$ cat config.mk
export PLATFORM = sky130hd
export DESIGN_NAME = http_host_header_extractor_core_flat
export DESIGN_NICKNAME = d
export VERILOG_FILES = /design/src/hw/rtl/hhe_pkg.sv /design/src/hw/rtl/hhe_if.sv /design/src/hw/rtl/http_host_header_extractor_core.sv /design/src/hw/rtl/hhe_parse.sv /design/src/hw/rtl/hhe_rq.sv /design/src/flat_wrapper.sv
export SDC_FILE = /design/constraint.sdc
export NUM_CORES = 1
export LEC_CHECK = 0
export BUFFER_PORTS_ARGS = -buffer_cell sky130_fd_sc_hd__buf_2
export CAP_MARGIN = 20
export CORE_ASPECT_RATIO = 1.4
export CORE_MARGIN = 3
export CORE_UTILIZATION = 50
export DETAILED_ROUTE_END_ITERATION = 8
export GPL_TIMING_DRIVEN = 0
export PLACE_DENSITY_LB_ADDON = 0.3
export RECOVER_POWER = 100
export SLEW_MARGIN = 20
export SYNTH_ARGS = -nofsm -noshare
export SYNTH_HDL_FRONTEND = slang
export SYNTH_SLANG_ARGS = --single-unit
$ cat constraint.sdc
create_clock -name clk -period 10.6 [get_ports clk]
set_input_delay 0 -clock clk [delete_from_list [all_inputs] [get_ports clk]]
set_output_delay 0 -clock clk [all_outputs]
set_load 0.01 [all_outputs]
$ cat src/hw/rtl/hhe_pkg.sv
// Shared types, character codes and helpers for the HTTP host header extractor.
// No dependencies; compiled before every other file of the block.
`timescale 1ns / 1ps

package hhe_pkg;

  // character codes used by the parser
  localparam logic [7:0] CH_TAB   = 8'h09;
  localparam logic [7:0] CH_LF    = 8'h0A;
  localparam logic [7:0] CH_CR    = 8'h0D;
  localparam logic [7:0] CH_SPACE = 8'h20;
  localparam logic [7:0] CH_COLON = 8'h3A;
  localparam logic [7:0] CH_UC_A  = 8'h41;
  localparam logic [7:0] CH_UC_Z  = 8'h5A;
  localparam logic [7:0] CH_LBRK  = 8'h5B;
  localparam logic [7:0] CH_RBRK  = 8'h5D;
  localparam logic [7:0] CH_LC_H  = 8'h68;
  localparam logic [7:0] CH_LC_O  = 8'h6F;
  localparam logic [7:0] CH_LC_S  = 8'h73;
  localparam logic [7:0] CH_LC_T  = 8'h74;
  localparam logic [7:0] CASE_OFS = 8'd32;

  // match positions of the newline-host-colon pattern
  localparam logic [2:0] POS_LF    = 3'd0;
  localparam logic [2:0] POS_H     = 3'd1;
  localparam logic [2:0] POS_O     = 3'd2;
  localparam logic [2:0] POS_S     = 3'd3;
  localparam logic [2:0] POS_T     = 3'd4;
  localparam logic [2:0] POS_COLON = 3'd5;

  // result kinds
  localparam logic KIND_HOST = 1'b0;
  localparam logic KIND_STAT = 1'b1;

  // register reset value and result queue depth
  localparam logic [7:0] MAX_HOST_LEN_RST = 8'd255;
  localparam int         RQ_DEPTH_DEF     = 4;

  // parse phase, one-hot
  typedef enum logic [4:0] {
    PH_SEARCH  = 5'b00001,
    PH_BLANKS  = 5'b00010,
    PH_PLAIN   = 5'b00100,
    PH_BRACKET = 5'b01000,
    PH_DONE    = 5'b10000
  } phase_t;

  // one result item
  typedef struct packed {
    logic       kind;
    logic [7:0] host_byte;
    logic       found;
    logic [7:0] host_length;
    logic       last;
  } res_t;

  // results produced by one request: count, then up to two items in order
  typedef struct packed {
    logic [1:0] n;
    res_t       first;
    res_t       second;
  } push_t;

  // ascii upper case to lower case, other bytes unchanged
  function automatic logic [7:0] fold(input logic [7:0] c);
    logic [7:0] r;
    r = c;
    if (c >= CH_UC_A && c <= CH_UC_Z) begin
      r = c + CASE_OFS;
    end
    return r;
  endfunction

  // does byte c continue the pattern at position pos
  function automatic logic pattern_hit(input logic [2:0] pos, input logic [7:0] c);
    logic hit;
    case (pos)
      POS_LF:  hit = (c == CH_LF);
      POS_H:   hit = (fold(c) == CH_LC_H);
      POS_O:   hit = (fold(c) == CH_LC_O);
      POS_S:   hit = (fold(c) == CH_LC_S);
      POS_T:   hit = (fold(c) == CH_LC_T);
      default: hit = (c == CH_COLON);
    endcase
    return hit;
  endfunction

endpackage

$ cat src/hw/rtl/hhe_if.sv
// Valid/ready channel interfaces for the host header extractor.
// Depends on nothing; one interface for the byte requests, one for results.
`timescale 1ns / 1ps

interface hhe_in_if;
  logic       valid;
  logic       ready;
  logic [7:0] data_byte;
  logic       end_of_data;

  modport source (output valid, output data_byte, output end_of_data, input ready);
  modport sink   (input valid, input data_byte, input end_of_data, output ready);
endinterface

interface hhe_out_if;
  logic       valid;
  logic       ready;
  logic       kind;
  logic [7:0] host_byte;
  logic       found;
  logic [7:0] host_length;
  logic       last;

  modport source (output valid, output kind, output host_byte, output found,
                  output host_length, output last, input ready);
  modport sink   (input valid, input kind, input host_byte, input found,
                  input host_length, input last, output ready);
endinterface

$ cat src/hw/rtl/http_host_header_extractor_core.sv
// Top level of the HTTP host header extractor: register, parser and result queue.
// Depends on hhe_pkg, hhe_in_if, hhe_out_if, hhe_parse and hhe_rq.
//
// Usage
//   in_chan carries one packet byte per request, end_of_data high on the last.
//   out_chan returns lowercased host bytes (kind 0) and, on the last byte of
//   each packet, one final status (kind 1, last 1) with found and host_length.
//   cfg_we/cfg_wdata write max_host_len (reset 255); write it between packets.
// Flow
//   A byte request is parsed in the cycle it is accepted; its results are
//   registered in the result queue and leave it on out_chan in order.
//   A byte gives at most two results, so a last byte that also ends with a
//   host byte gives two output items; the result queue (RQ_DEPTH entries)
//   absorbs that; a byte is accepted every cycle while it has room for two.
// Reset and stall
//   rst_n (synchronous, active low) empties the queue, restarts the search
//   and sets max_host_len to 255. When out_chan stalls, results wait in the
//   queue and in_chan.ready drops once fewer than two entries are free.
`timescale 1ns / 1ps

module http_host_header_extractor_core #(
  parameter int RQ_DEPTH = hhe_pkg::RQ_DEPTH_DEF
) (
  input  logic             clk,
  input  logic             rst_n,
  hhe_in_if.sink           in_chan,
  hhe_out_if.source        out_chan,
  input  logic             cfg_we,
  input  logic [7:0]       cfg_wdata
);
  import hhe_pkg::*;

  logic [7:0] max_host_len_r;
  logic       in_accept;
  logic       space2;
  logic       head_vld;
  res_t       head;
  push_t      push;

  // configuration register
  always_ff @(posedge clk) begin
    if (!rst_n) begin
      max_host_len_r <= MAX_HOST_LEN_RST;
    end else if (cfg_we) begin
      max_host_len_r <= cfg_wdata;
    end
  end

  // input handshake
  assign in_chan.ready = space2;
  assign in_accept     = in_chan.valid && space2;

  // byte parser
  hhe_parse u_parse (
    .clk          (clk),
    .rst_n        (rst_n),
    .accept       (in_accept),
    .data_byte    (in_chan.data_byte),
    .end_of_data  (in_chan.end_of_data),
    .max_host_len (max_host_len_r),
    .push         (push)
  );

  // result queue
  hhe_rq #(
    .RQ_DEPTH (RQ_DEPTH)
  ) u_rq (
    .clk      (clk),
    .rst_n    (rst_n),
    .push     (push),
    .pop      (out_chan.ready),
    .space2   (space2),
    .head_vld (head_vld),
    .head     (head)
  );

  // output channel
  assign out_chan.valid       = head_vld;
  assign out_chan.kind        = head.kind;
  assign out_chan.host_byte   = head.host_byte;
  assign out_chan.found       = head.found;
  assign out_chan.host_length = head.host_length;
  assign out_chan.last        = head.last;

endmodule

$ cat src/hw/rtl/hhe_parse.sv
// Per-byte parser state machine: pattern match, blank skip, host capture.
// Depends on hhe_pkg; hands the results of each request to the result queue.
`timescale 1ns / 1ps

module hhe_parse (
  input  logic           clk,
  input  logic           rst_n,
  input  logic           accept,
  input  logic [7:0]     data_byte,
  input  logic           end_of_data,
  input  logic [7:0]     max_host_len,
  output hhe_pkg::push_t push
);
  import hhe_pkg::*;

  logic [2:0] match_pos_r, match_pos_nxt;
  phase_t     phase_r, phase_nxt;
  logic [7:0] emitted_r, emitted_nxt;
  logic       host_seen_r, host_seen_nxt;
  logic       put_host;
  logic       emit;
  logic       term_plain;
  logic       crlf;
  res_t       host_res;
  res_t       stat_res;

  assign crlf       = (data_byte == CH_CR) || (data_byte == CH_LF);
  assign term_plain = crlf || (data_byte == CH_SPACE) || (data_byte == CH_TAB) ||
                      (data_byte == CH_COLON);

  // next state for one byte
  always_comb begin
    match_pos_nxt = match_pos_r;
    phase_nxt     = phase_r;
    host_seen_nxt = host_seen_r;
    put_host      = 1'b0;
    case (phase_r)
      PH_SEARCH: begin
        if (pattern_hit(match_pos_r, data_byte)) begin
          if (match_pos_r == POS_COLON) begin
            match_pos_nxt = POS_LF;
            phase_nxt     = PH_BLANKS;
          end else begin
            match_pos_nxt = match_pos_r + 3'd1;
          end
        end else begin
          match_pos_nxt = (data_byte == CH_LF) ? POS_H : POS_LF;
        end
      end
      PH_BLANKS: begin
        if (data_byte == CH_SPACE || data_byte == CH_TAB) begin
          phase_nxt = PH_BLANKS;
        end else if (data_byte == CH_LBRK) begin
          host_seen_nxt = 1'b1;
          phase_nxt     = PH_BRACKET;
          put_host      = 1'b1;
        end else if (crlf || data_byte == CH_COLON) begin
          phase_nxt = PH_DONE;
        end else begin
          host_seen_nxt = 1'b1;
          phase_nxt     = PH_PLAIN;
          put_host      = 1'b1;
        end
      end
      PH_PLAIN: begin
        if (term_plain) begin
          phase_nxt = PH_DONE;
        end else begin
          put_host = 1'b1;
        end
      end
      PH_BRACKET: begin
        if (crlf) begin
          phase_nxt = PH_DONE;
        end else begin
          put_host = 1'b1;
          if (data_byte == CH_RBRK) begin
            phase_nxt = PH_DONE;
          end
        end
      end
      default: begin
        phase_nxt = phase_r;
      end
    endcase
  end

  // length limit on emitted host bytes
  assign emit        = put_host && (emitted_r < max_host_len);
  assign emitted_nxt = emitted_r + {7'd0, emit};

  // result items
  always_comb begin
    host_res             = '0;
    host_res.kind        = KIND_HOST;
    host_res.host_byte   = fold(data_byte);
    stat_res             = '0;
    stat_res.kind        = KIND_STAT;
    stat_res.found       = host_seen_nxt;
    stat_res.host_length = emitted_nxt;
    stat_res.last        = 1'b1;
    push.n      = accept ? ({1'b0, emit} + {1'b0, end_of_data}) : 2'd0;
    push.first  = emit ? host_res : stat_res;
    push.second = stat_res;
  end

  // state registers, cleared after the final status of a packet
  always_ff @(posedge clk) begin
    if (!rst_n) begin
      match_pos_r <= POS_LF;
      phase_r     <= PH_SEARCH;
      emitted_r   <= 8'd0;
      host_seen_r <= 1'b0;
    end else if (accept) begin
      if (end_of_data) begin
        match_pos_r <= POS_LF;
        phase_r     <= PH_SEARCH;
        emitted_r   <= 8'd0;
        host_seen_r <= 1'b0;
      end else begin
        match_pos_r <= match_pos_nxt;
        phase_r     <= phase_nxt;
        emitted_r   <= emitted_nxt;
        host_seen_r <= host_seen_nxt;
      end
    end
  end

  // no host bytes counted before a host has started
  a_no_count_without_host: assert property (@(posedge clk) disable iff (!rst_n)
    !host_seen_r |-> (emitted_r == 8'd0))
    else $error("host bytes counted before a host started");

  // while searching nothing of a host is known
  a_search_clean: assert property (@(posedge clk) disable iff (!rst_n)
    (phase_r == PH_SEARCH) |-> !host_seen_r)
    else $error("host marked seen while still searching");

  // the last byte of a packet returns the parser to its start
  a_eod_clears: assert property (@(posedge clk) disable iff (!rst_n)
    (accept && end_of_data) |=>
      (phase_r == PH_SEARCH && match_pos_r == POS_LF && emitted_r == 8'd0))
    else $error("parser state not cleared after end of data");

endmodule

$ cat src/hw/rtl/hhe_rq.sv
// Result queue: up to two results in per request; one out per cycle while popped.
// Depends on hhe_pkg; entries sit at fixed places and shift towards the head.
`timescale 1ns / 1ps

module hhe_rq #(
  parameter int RQ_DEPTH = hhe_pkg::RQ_DEPTH_DEF
) (
  input  logic           clk,
  input  logic           rst_n,
  input  hhe_pkg::push_t push,
  input  logic           pop,
  output logic           space2,
  output logic           head_vld,
  output hhe_pkg::res_t  head
);
  import hhe_pkg::*;

  localparam int CNT_W = $clog2(RQ_DEPTH + 1);

  res_t             ent_r   [RQ_DEPTH];
  res_t             ent_nxt [RQ_DEPTH];
  logic [CNT_W-1:0] count_r, count_nxt;
  logic [CNT_W-1:0] cnt_pop;
  logic             do_pop;

  assign do_pop   = pop && (count_r != '0);
  assign cnt_pop  = count_r - {{(CNT_W-1){1'b0}}, do_pop};
  assign head_vld = (count_r != '0);
  assign head     = ent_r[0];
  assign space2   = (count_r <= CNT_W'(RQ_DEPTH - 2));

  // shift out the head, then append the new results behind what is left
  always_comb begin
    for (int i = 0; i < RQ_DEPTH; i++) begin
      ent_nxt[i] = ent_r[i];
    end
    if (do_pop) begin
      for (int i = 0; i < RQ_DEPTH - 1; i++) begin
        ent_nxt[i] = ent_r[i+1];
      end
    end
    for (int i = 0; i < RQ_DEPTH; i++) begin
      if (push.n != 2'd0 && CNT_W'(i) == cnt_pop) begin
        ent_nxt[i] = push.first;
      end
      if (push.n == 2'd2 && CNT_W'(i) == cnt_pop + CNT_W'(1)) begin
        ent_nxt[i] = push.second;
      end
    end
    count_nxt = cnt_pop + CNT_W'(push.n);
  end

  // entry payload
  always_ff @(posedge clk) begin
    for (int i = 0; i < RQ_DEPTH; i++) begin
      ent_r[i] <= ent_nxt[i];
    end
  end

  // fill count
  always_ff @(posedge clk) begin
    if (!rst_n) begin
      count_r <= '0;
    end else begin
      count_r <= count_nxt;
    end
  end

  // fill count stays within the queue
  a_count_range: assert property (@(posedge clk) disable iff (!rst_n)
    count_r <= CNT_W'(RQ_DEPTH))
    else $error("result queue count beyond depth");

  // results only arrive when there is room for them
  a_no_overflow: assert property (@(posedge clk) disable iff (!rst_n)
    (push.n != 2'd0) |-> ({1'b0, cnt_pop} + (CNT_W+1)'(push.n) <= (CNT_W+1)'(RQ_DEPTH)))
    else $error("result queue overflow");

  // a pop with nothing pushed drops the count by one
  a_pop_only: assert property (@(posedge clk) disable iff (!rst_n)
    (do_pop && push.n == 2'd0) |=> (count_r == $past(count_r) - CNT_W'(1)))
    else $error("result queue count wrong after pop");

endmodule
$ cat src/flat_wrapper.sv
// flat-port wrapper written by rule: the top's interface ports become plain ports
module http_host_header_extractor_core_flat import hhe_pkg::*;
#(
  parameter int RQ_DEPTH = hhe_pkg::RQ_DEPTH_DEF
)
  (clk, rst_n, cfg_we, cfg_wdata, in_chan_valid, in_chan_data_byte, in_chan_end_of_data, in_chan_ready, out_chan_valid, out_chan_kind, out_chan_host_byte, out_chan_found, out_chan_host_length, out_chan_last, out_chan_ready);
  hhe_in_if in_chan_i ();
  hhe_out_if out_chan_i ();
  input  logic clk;
  input  logic rst_n;
  input  logic cfg_we;
  input  logic [7:0] cfg_wdata;
  input wire logic [$bits(in_chan_i.valid)-1:0] in_chan_valid;
  input wire logic [$bits(in_chan_i.data_byte)-1:0] in_chan_data_byte;
  input wire logic [$bits(in_chan_i.end_of_data)-1:0] in_chan_end_of_data;
  output wire logic [$bits(in_chan_i.ready)-1:0] in_chan_ready;
  output wire logic [$bits(out_chan_i.valid)-1:0] out_chan_valid;
  output wire logic [$bits(out_chan_i.kind)-1:0] out_chan_kind;
  output wire logic [$bits(out_chan_i.host_byte)-1:0] out_chan_host_byte;
  output wire logic [$bits(out_chan_i.found)-1:0] out_chan_found;
  output wire logic [$bits(out_chan_i.host_length)-1:0] out_chan_host_length;
  output wire logic [$bits(out_chan_i.last)-1:0] out_chan_last;
  input wire logic [$bits(out_chan_i.ready)-1:0] out_chan_ready;
  assign in_chan_i.valid = in_chan_valid;
  assign in_chan_i.data_byte = in_chan_data_byte;
  assign in_chan_i.end_of_data = in_chan_end_of_data;
  assign in_chan_ready = in_chan_i.ready;
  assign out_chan_valid = out_chan_i.valid;
  assign out_chan_kind = out_chan_i.kind;
  assign out_chan_host_byte = out_chan_i.host_byte;
  assign out_chan_found = out_chan_i.found;
  assign out_chan_host_length = out_chan_i.host_length;
  assign out_chan_last = out_chan_i.last;
  assign out_chan_i.ready = out_chan_ready;
  http_host_header_extractor_core #(.RQ_DEPTH(RQ_DEPTH)) u_core (.clk(clk), .rst_n(rst_n), .in_chan(in_chan_i), .out_chan(out_chan_i), .cfg_we(cfg_we), .cfg_wdata(cfg_wdata));
endmodule
==> reports/results.ini, run 1 <==
[run_status]
status=finished with violations
failed_checks=capacitance limit, slew limit

[sta]
fin_setup_tns_ns=0
tightestPinTransition_ns=1.621
grt_setup_unrepaired=no
slew_violations=12
finalWorstPathRequiredPeriod_ns=4.847
hold_viol_final=0
maxSlewHeadroom_pct=-8.826
timing.clock.skew_ns=0.007858
max_frequency_mhz=206.3
setup_viol=0
period_share_pct=45.72

[yosys]
post-synth-top-area-cell=dfxtp_1
avgSynthCellArea_um2=9.024
postSynth.asyncResetShare_pct=0
synth_area_um2=5189
synthTopCellsByArea=dfxtp_1 (25%), edfxtp_1 (21%), nand2_1 (7.7%)
synth.distinct_cells=66
post_synth_edffs=36
netlist_instances=575
postSynth.topFlopCell=dfxtp_1
synth_top_area_share_pct=24.69
yosysWarningCount=0
mappedNetlistNets=615
postSynthRegisterBits=100
register_area_share_after_synthesis_pct=45.53

[worst_setup_path]
timing.reg2reg.worst_path_depth=10
critPathMaxStageDelay_ns=1.20
crit_chain=clkbuf_1 > xor2_1 > o211ai_1 > a211o_1 > a311oi_1 > ha_1 > nand4b_1 > nor2_1 > nor2_1 > nand2_1
critical_path_peak_fanout=11
cp_num_buf_inv=1
worst_ep_arrival_time_ns=4.85
crit-reg2reg-capture=u_core.u_rq.ent_r[1][1]$_DFFE_PP_
critical_path_required_ns=10.60
worst_path_max_delay_cell=a311oi_1
crit_path_frequent_cell=nor2_1
end_kind=flop
r2r_setup_slack_ns=5.75
start_kind=flop
timing.critical_path.max_delay_family=compound AO/OA/AOI/OAI gates
critical_setup_path_kind=reg -> reg
regToRegStartpoint=u_core.u_parse.phase_r[1]$_SDFFE_PN0P_

[grt]
maximum_number_of_pins_on_one_net_before_global_route_repair=20
antenna_violations_before_repair=0
wire_length_of_the_first_global_routing_pass_um=19070
global_route_total_usage_across_every_layer_pct=20.09
grt_overflow_total=0
first_global_vias=4187

[die]
fp.coreArea_um2=10010
initial_core_util_pct=51.85
die_outline_height_um=126.5
pin_count=43
die-width_um=92.10
area_of_the_die_um2=11650
core.rowCount=43

[placement]
routabilityCongestion=0.8509
hpwlAfterDp_um=8571
placement.io_buffers=40

[route]
routed_wire_length_per_instance_um=14.62
via_count=4313
remaining_drc_errors=0
antenna_violating_nets_post_route=0
first_iter_violations=263
routed_wirelength_um=11330
drt_pre_antenna_iters=4
vias_per_cell=5.565

[cts]
cts-hold-fix-buffers=9
post_cts_resized=0
worstSkewPairLatency_ns=0.34
htreeDepth=3
clk_root_buf=clkbuf_16
cts_tree=yes
clkTransAtPathRegs_ns=0.07
clkSinkCount=100
tritoncts.num_buffers=9
cts_max_path_buffers=2
post_cts.repair.setup_buffers=0

[power]
irDropWorstVdd_mv=0.1020
static-leakage-power_nw=2.301
power.total_w=0.001158
power_density_nw_per_um2=197.7

[min_path]
timing.hold.worst.class=in -> reg
whs_endpoint=u_core.max_host_len_r[1]$_SDFFE_PN1P_
worstHoldPathCells=2
holdCritStartpoint=cfg_we

[finish]
final_nets=675
areaGrowthSynthToFinish_pct=12.93
antenna_cells_inserted=0
post_route_cells_drive_above_1_share_pct=9.844

[run]
max_cap_viol_count=1

## stage by stage
step	setup WS (ns)	utilization [%]	hold slack (ns)	std cells	area (um2)
floorplan	7.039	-	0.1262	575	5189
global placement	6.472	55.54	0.2158	750	5558
detailed placement	6.341	55.54	0.2182	750	5558
CTS	6.327	59.30	0.01992	775	5934
global route	5.221	58.55	0.05667	775	5859
finish	5.753	58.55	0.02084	775	5859
## where the power goes
part           internal (W)  total [W]  switching, W
clock network      0.000165   0.000318      0.000154
logic              0.000112   0.000331      0.000219
registers          0.000486   0.000510     0.0000239
total              0.000762    0.00116      0.000397
## kinds of logic (layout without fill, tap and decap cells)
family	Yosys count	after routing	synth area share (%)
simple gates	226	226	21.03
xor+xnor	12	12	2.026
buf+inv	46	111	3.930
mux	19	19	3.665
compound gates	154	154	19.34
flops	100	100	45.53
fa+ha+maj	18	18	4.485
## worst max path at each step
stage,start,end,slack (ns),depth (start not counted)
CTS,u_core.u_rq.count_r[1]$_SDFF_PN0_,u_core.u_rq.ent_r[1][1]$_DFFE_PP_,6.33,13
finish,u_core.u_parse.phase_r[1]$_SDFFE_PN0P_,u_core.u_rq.ent_r[1][1]$_DFFE_PP_,5.75,10
global route,u_core.u_parse.phase_r[1]$_SDFFE_PN0P_,u_core.u_rq.ent_r[1][1]$_DFFE_PP_,5.22,11
floorplan,u_core.u_rq.count_r[1]$_SDFF_PN0_,u_core.u_rq.ent_r[3][1]$_DFFE_PP_,7.04,11
global placement,u_core.u_rq.count_r[1]$_SDFF_PN0_,u_core.u_rq.ent_r[1][2]$_DFFE_PP_,6.47,13
detailed placement,u_core.u_rq.count_r[1]$_SDFF_PN0_,u_core.u_rq.ent_r[1][3]$_DFFE_PP_,6.34,13
## registers in the layout (all words and copies together) (netlist names)
name and flops:
u_core.u_rq.ent_r 72, u_core.max_host_len_r 8, u_core.u_parse.emitted_r 8, u_core.u_parse.phase_r 5
u_core.u_parse.match_pos_r 3, u_core.u_rq.count_r 3, u_core.u_parse.host_seen_r 1
## routing by layer
layer | GRT usage [%] | vias up | share of wire [%]
met5 | 0 | - | 0
met4 | 8.399 | 0 | 1.5
met3 | 3.203 | 14 | 3.1
met2 | 37.18 | 76 | 53
met1 | 22.64 | 2036 | 42
li1 | - | 2187 | -
## cell usage in the layout (no fill, tap or decap), drive strengths merged, types with 6 or more instances in the layout
cell / count
and2: 6
clkbuf: 49
inv: 24
edfxtp: 36
nand3b: 7
nor2: 34
nor2b: 16
o211ai: 12
buf: 27
nor3: 10
mux2i: 19
dfxtp: 64
dlygate4sd3: 9
nand2: 106
nand3: 14
a21oi: 35
o22ai: 23
o21ai: 54
ha: 17
xor2: 8
## layout make-up
class	count	area (um2)
Timing Repair Buffer	49	264.0
Tap cell	135	168.9
Clock buffer	9	225.2
Inverter	19	73.82
Multi-Input combinational cell	429	2576
Buffer	27	127.6
Fill cell	946	4148
Clock inverter	7	61.31
Sequential cell	100	2362
## Yosys cell counts (5+ instances only)
cell type and n:
inv_1 18, nand2b_1 5, dfxtp_1 64, o211ai_1 12, a21oi_1 30, and2_1 6, xor2_1 8, nor3_1 10
nor2_1 33, o22ai_1 23, mux2i_1 19, nor2b_1 16, o21ai_0 46, buf_2 5, nand3_1 14, clkbuf_1 16
nand3b_1 7, nand2_1 106, edfxtp_1 36, o21ai_1 6, ha_1 17
## worst reg2reg max path, stage by stage (launching register included)
cell,delay [ns]
dfxtp_1,0.31
clkbuf_1,0.28
xor2_1,0.18
o211ai_1,0.15
a211o_1,0.31
a311oi_1,1.20
ha_1,0.48
nand4b_1,0.38
nor2_1,0.55
nor2_1,0.28
nand2_1,0.38
No activity file was read; power rests on OpenSTA's default activity.
==> inputs of run 2 (changes only) <==
==> constraint.sdc (replaced) <==
create_clock -name clk -period 4.35 [get_ports clk]
set_input_delay 0 -clock clk [delete_from_list [all_inputs] [get_ports clk]]
set_output_delay 0 -clock clk [all_outputs]
set_load 0.01 [all_outputs]
==> reports/results.ini, run 2 (synthesis results as in run 1) <==
[run_status]
status=finished clean

[finish]
final.fill_count=941
finalInstanceArea_um2=5893
areaGrowthSynthToFinish_pct=13.58
layout_common_cells=nand2_1 (106), dfxtp_1 (64), o21ai_0 (46)
multi_input_comb_area_um2=2606
final_common_cell=nand2_1
seqCellArea_um2=2362
final_nets=675
layout.core_utilization_pct=58.89
largest_reg_flops=72
register_with_the_most_flip_flops=u_core.u_rq.ent_r
post_route_cells_drive_above_1_share_pct=11.09
antenna_cells_inserted=0
largestRegisters=u_core.u_rq.ent_r: 72 flops, u_core.max_host_len_r: 8 flops, u_core.u_parse.emitted_r: 8 flops

[grt]
maximum_number_of_pins_on_one_net_before_global_route_repair=20
antenna_violations_before_repair=0
wire_length_of_the_first_global_routing_pass_um=19070
first_global_vias=4187
grt_overflow_total=0
global_route_total_usage_across_every_layer_pct=20.09

[cts]
clkSinkCount=100
cts_max_path_buffers=2
htreeDepth=3
cts_tree=yes
tritoncts.num_buffers=9
clk_root_buf=clkbuf_16
clkTransAtPathRegs_ns=0.07
worstSkewPairLatency_ns=0.35

[placement]
placement.io_buffers=40
hpwlAfterDp_um=8571
routabilityCongestion=0.8509
placedInstanceArea_um2=5558

[sta]
slew_violations=0
fin_setup_tns_ns=0
maxSlewHeadroom_pct=46.43
timing.clock.skew_ns=0.009815
finalWorstPathRequiredPeriod_ns=4.105
tightestPinTransition_ns=0.7982
setup_viol=0
period_share_pct=94.37
hold_viol_final=0
grt_setup_unrepaired=yes
max_frequency_mhz=243.6

[die]
initial_core_util_pct=51.85
die_outline_height_um=126.5
core.rowCount=43
fp.coreArea_um2=10010
pin_count=43
area_of_the_die_um2=11650
die-width_um=92.10

[min_path]
holdCritStartpoint=cfg_we
whs_endpoint=u_core.max_host_len_r[1]$_SDFFE_PN1P_
worstHoldPathCells=2
timing.hold.worst.class=in -> reg

[worst_setup_path]
worst_ep_arrival_time_ns=4.11
critical_path_required_ns=4.36
r2r_setup_slack_ns=0.25
timing.reg2reg.worst_path_depth=13
critical_path_peak_fanout=10
start_kind=flop
regToRegStartpoint=u_core.u_rq.count_r[1]$_SDFF_PN0_
end_kind=flop
crit-reg2reg-capture=u_core.u_rq.ent_r[1][1]$_DFFE_PP_
critical_setup_path_kind=reg -> reg

[power]
power_switching_share_pct=34.38
internal_power_w=0.001860
irDropWorstVdd_mv=0.2643
power_frac_comb_pct=28.7
share_clk_of_total_power_pct=27.5
power.total_w=0.002834
p_seq_share_pct=43.8
static-leakage-power_nw=2.314
power_density_nw_per_um2=481.0
power.switching_w=0.0009744

[route]
routed_wirelength_um=11340
vias_per_cell=5.572
remaining_drc_errors=0
antenna_violating_nets_post_route=0
via_count=4318
first_iter_violations=257
drt_pre_antenna_iters=5
routed_wire_length_per_instance_um=14.63

[run]
max_cap_viol_count=0

==> run 2: per-layer routing <==
layer  up-vias  global-route usage, %  wire length [um]
met5         -                      0                 0
met4         0                  8.399               182
met3        15                  3.203               431
met2        86                  37.18              5969
met1      2032                  22.64              4754
li1       2185                      -                 -
==> run 2: worst max-delay path by stage <==
| stage | startpoint | endpoint | slack, ns | depth (start not counted) |
|---|---|---|---|---|
| floorplan | u_core.u_rq.count_r[1]$_SDFF_PN0_ | u_core.u_rq.ent_r[3][1]$_DFFE_PP_ | 0.79 | 11 |
| global placement | u_core.u_rq.count_r[1]$_SDFF_PN0_ | u_core.u_rq.ent_r[1][3]$_DFFE_PP_ | 0.22 | 13 |
| detailed placement | u_core.u_rq.count_r[1]$_SDFF_PN0_ | u_core.u_rq.ent_r[1][3]$_DFFE_PP_ | 0.09 | 13 |
| CTS | u_core.u_rq.count_r[1]$_SDFF_PN0_ | u_core.u_rq.ent_r[1][1]$_DFFE_PP_ | 0.08 | 13 |
| global route | u_core.u_rq.count_r[1]$_SDFF_PN0_ | u_core.u_rq.ent_r[1][1]$_DFFE_PP_ | -0.06 | 13 |
| finish | u_core.u_rq.count_r[1]$_SDFF_PN0_ | u_core.u_rq.ent_r[1][1]$_DFFE_PP_ | 0.25 | 13 |
==> run 2: layout make-up <==
class / count / area share (%)
inverters: 19 / 1.253
plain buffers: 27 / 2.208
clock buffers: 9 / 3.822
multi-input cells: 429 / 44.23
repair buffers: 49 / 4.501
well taps: 135 / 2.866
flip-flops and latches: 100 / 40.09
clock inverters: 7 / 1.040
==> run 2: critical path, cell delays in order, from the launching register on <==
cell	delay [ns]
dfxtp_1	0.32
or3_1	0.45
nand2_1	0.15
inv_1	0.09
clkbuf_1	0.25
ha_1	0.27
ha_1	0.32
clkbuf_1	0.29
nor2_1	0.08
ha_1	0.28
nand4b_1	0.33
nor2_2	0.44
nor2_2	0.16
nand2_1	0.35
==> run 2: through the flow <==
step | setup WS [ns] | cells | hold slack [ns]
final | 0.2451 | 775 | 0.01522
after global placement | 0.2224 | 750 | 0.2158
after detailed placement | 0.09084 | 750 | 0.2182
after floorplan | 0.7894 | 575 | 0.1262
after global routing | -0.05771 | 775 | 0.05667
after CTS | 0.07730 | 775 | 0.01992
==> run 2: timing repair <==
item,CTS,global route
setup endpoints to repair,0,31
hold endpoints to repair,10,0
setup buffers,0,0
gates resized for setup,0,4
hold buffers,9,0
==> run 2: power groups by stage <==
stage | Sequential (W) | Clock (W) | Combinational (W)
finish | 0.00124 | 0.000779 | 0.000814
global route | 0.00126 | 0.000824 | 0.000925
global placement | 0.00125 | 0 | 0.000785
CTS | 0.00124 | 0.000786 | 0.000828
floorplan | 0.00128 | 0 | 0.000561
detailed placement | 0.00126 | 0 | 0.000817
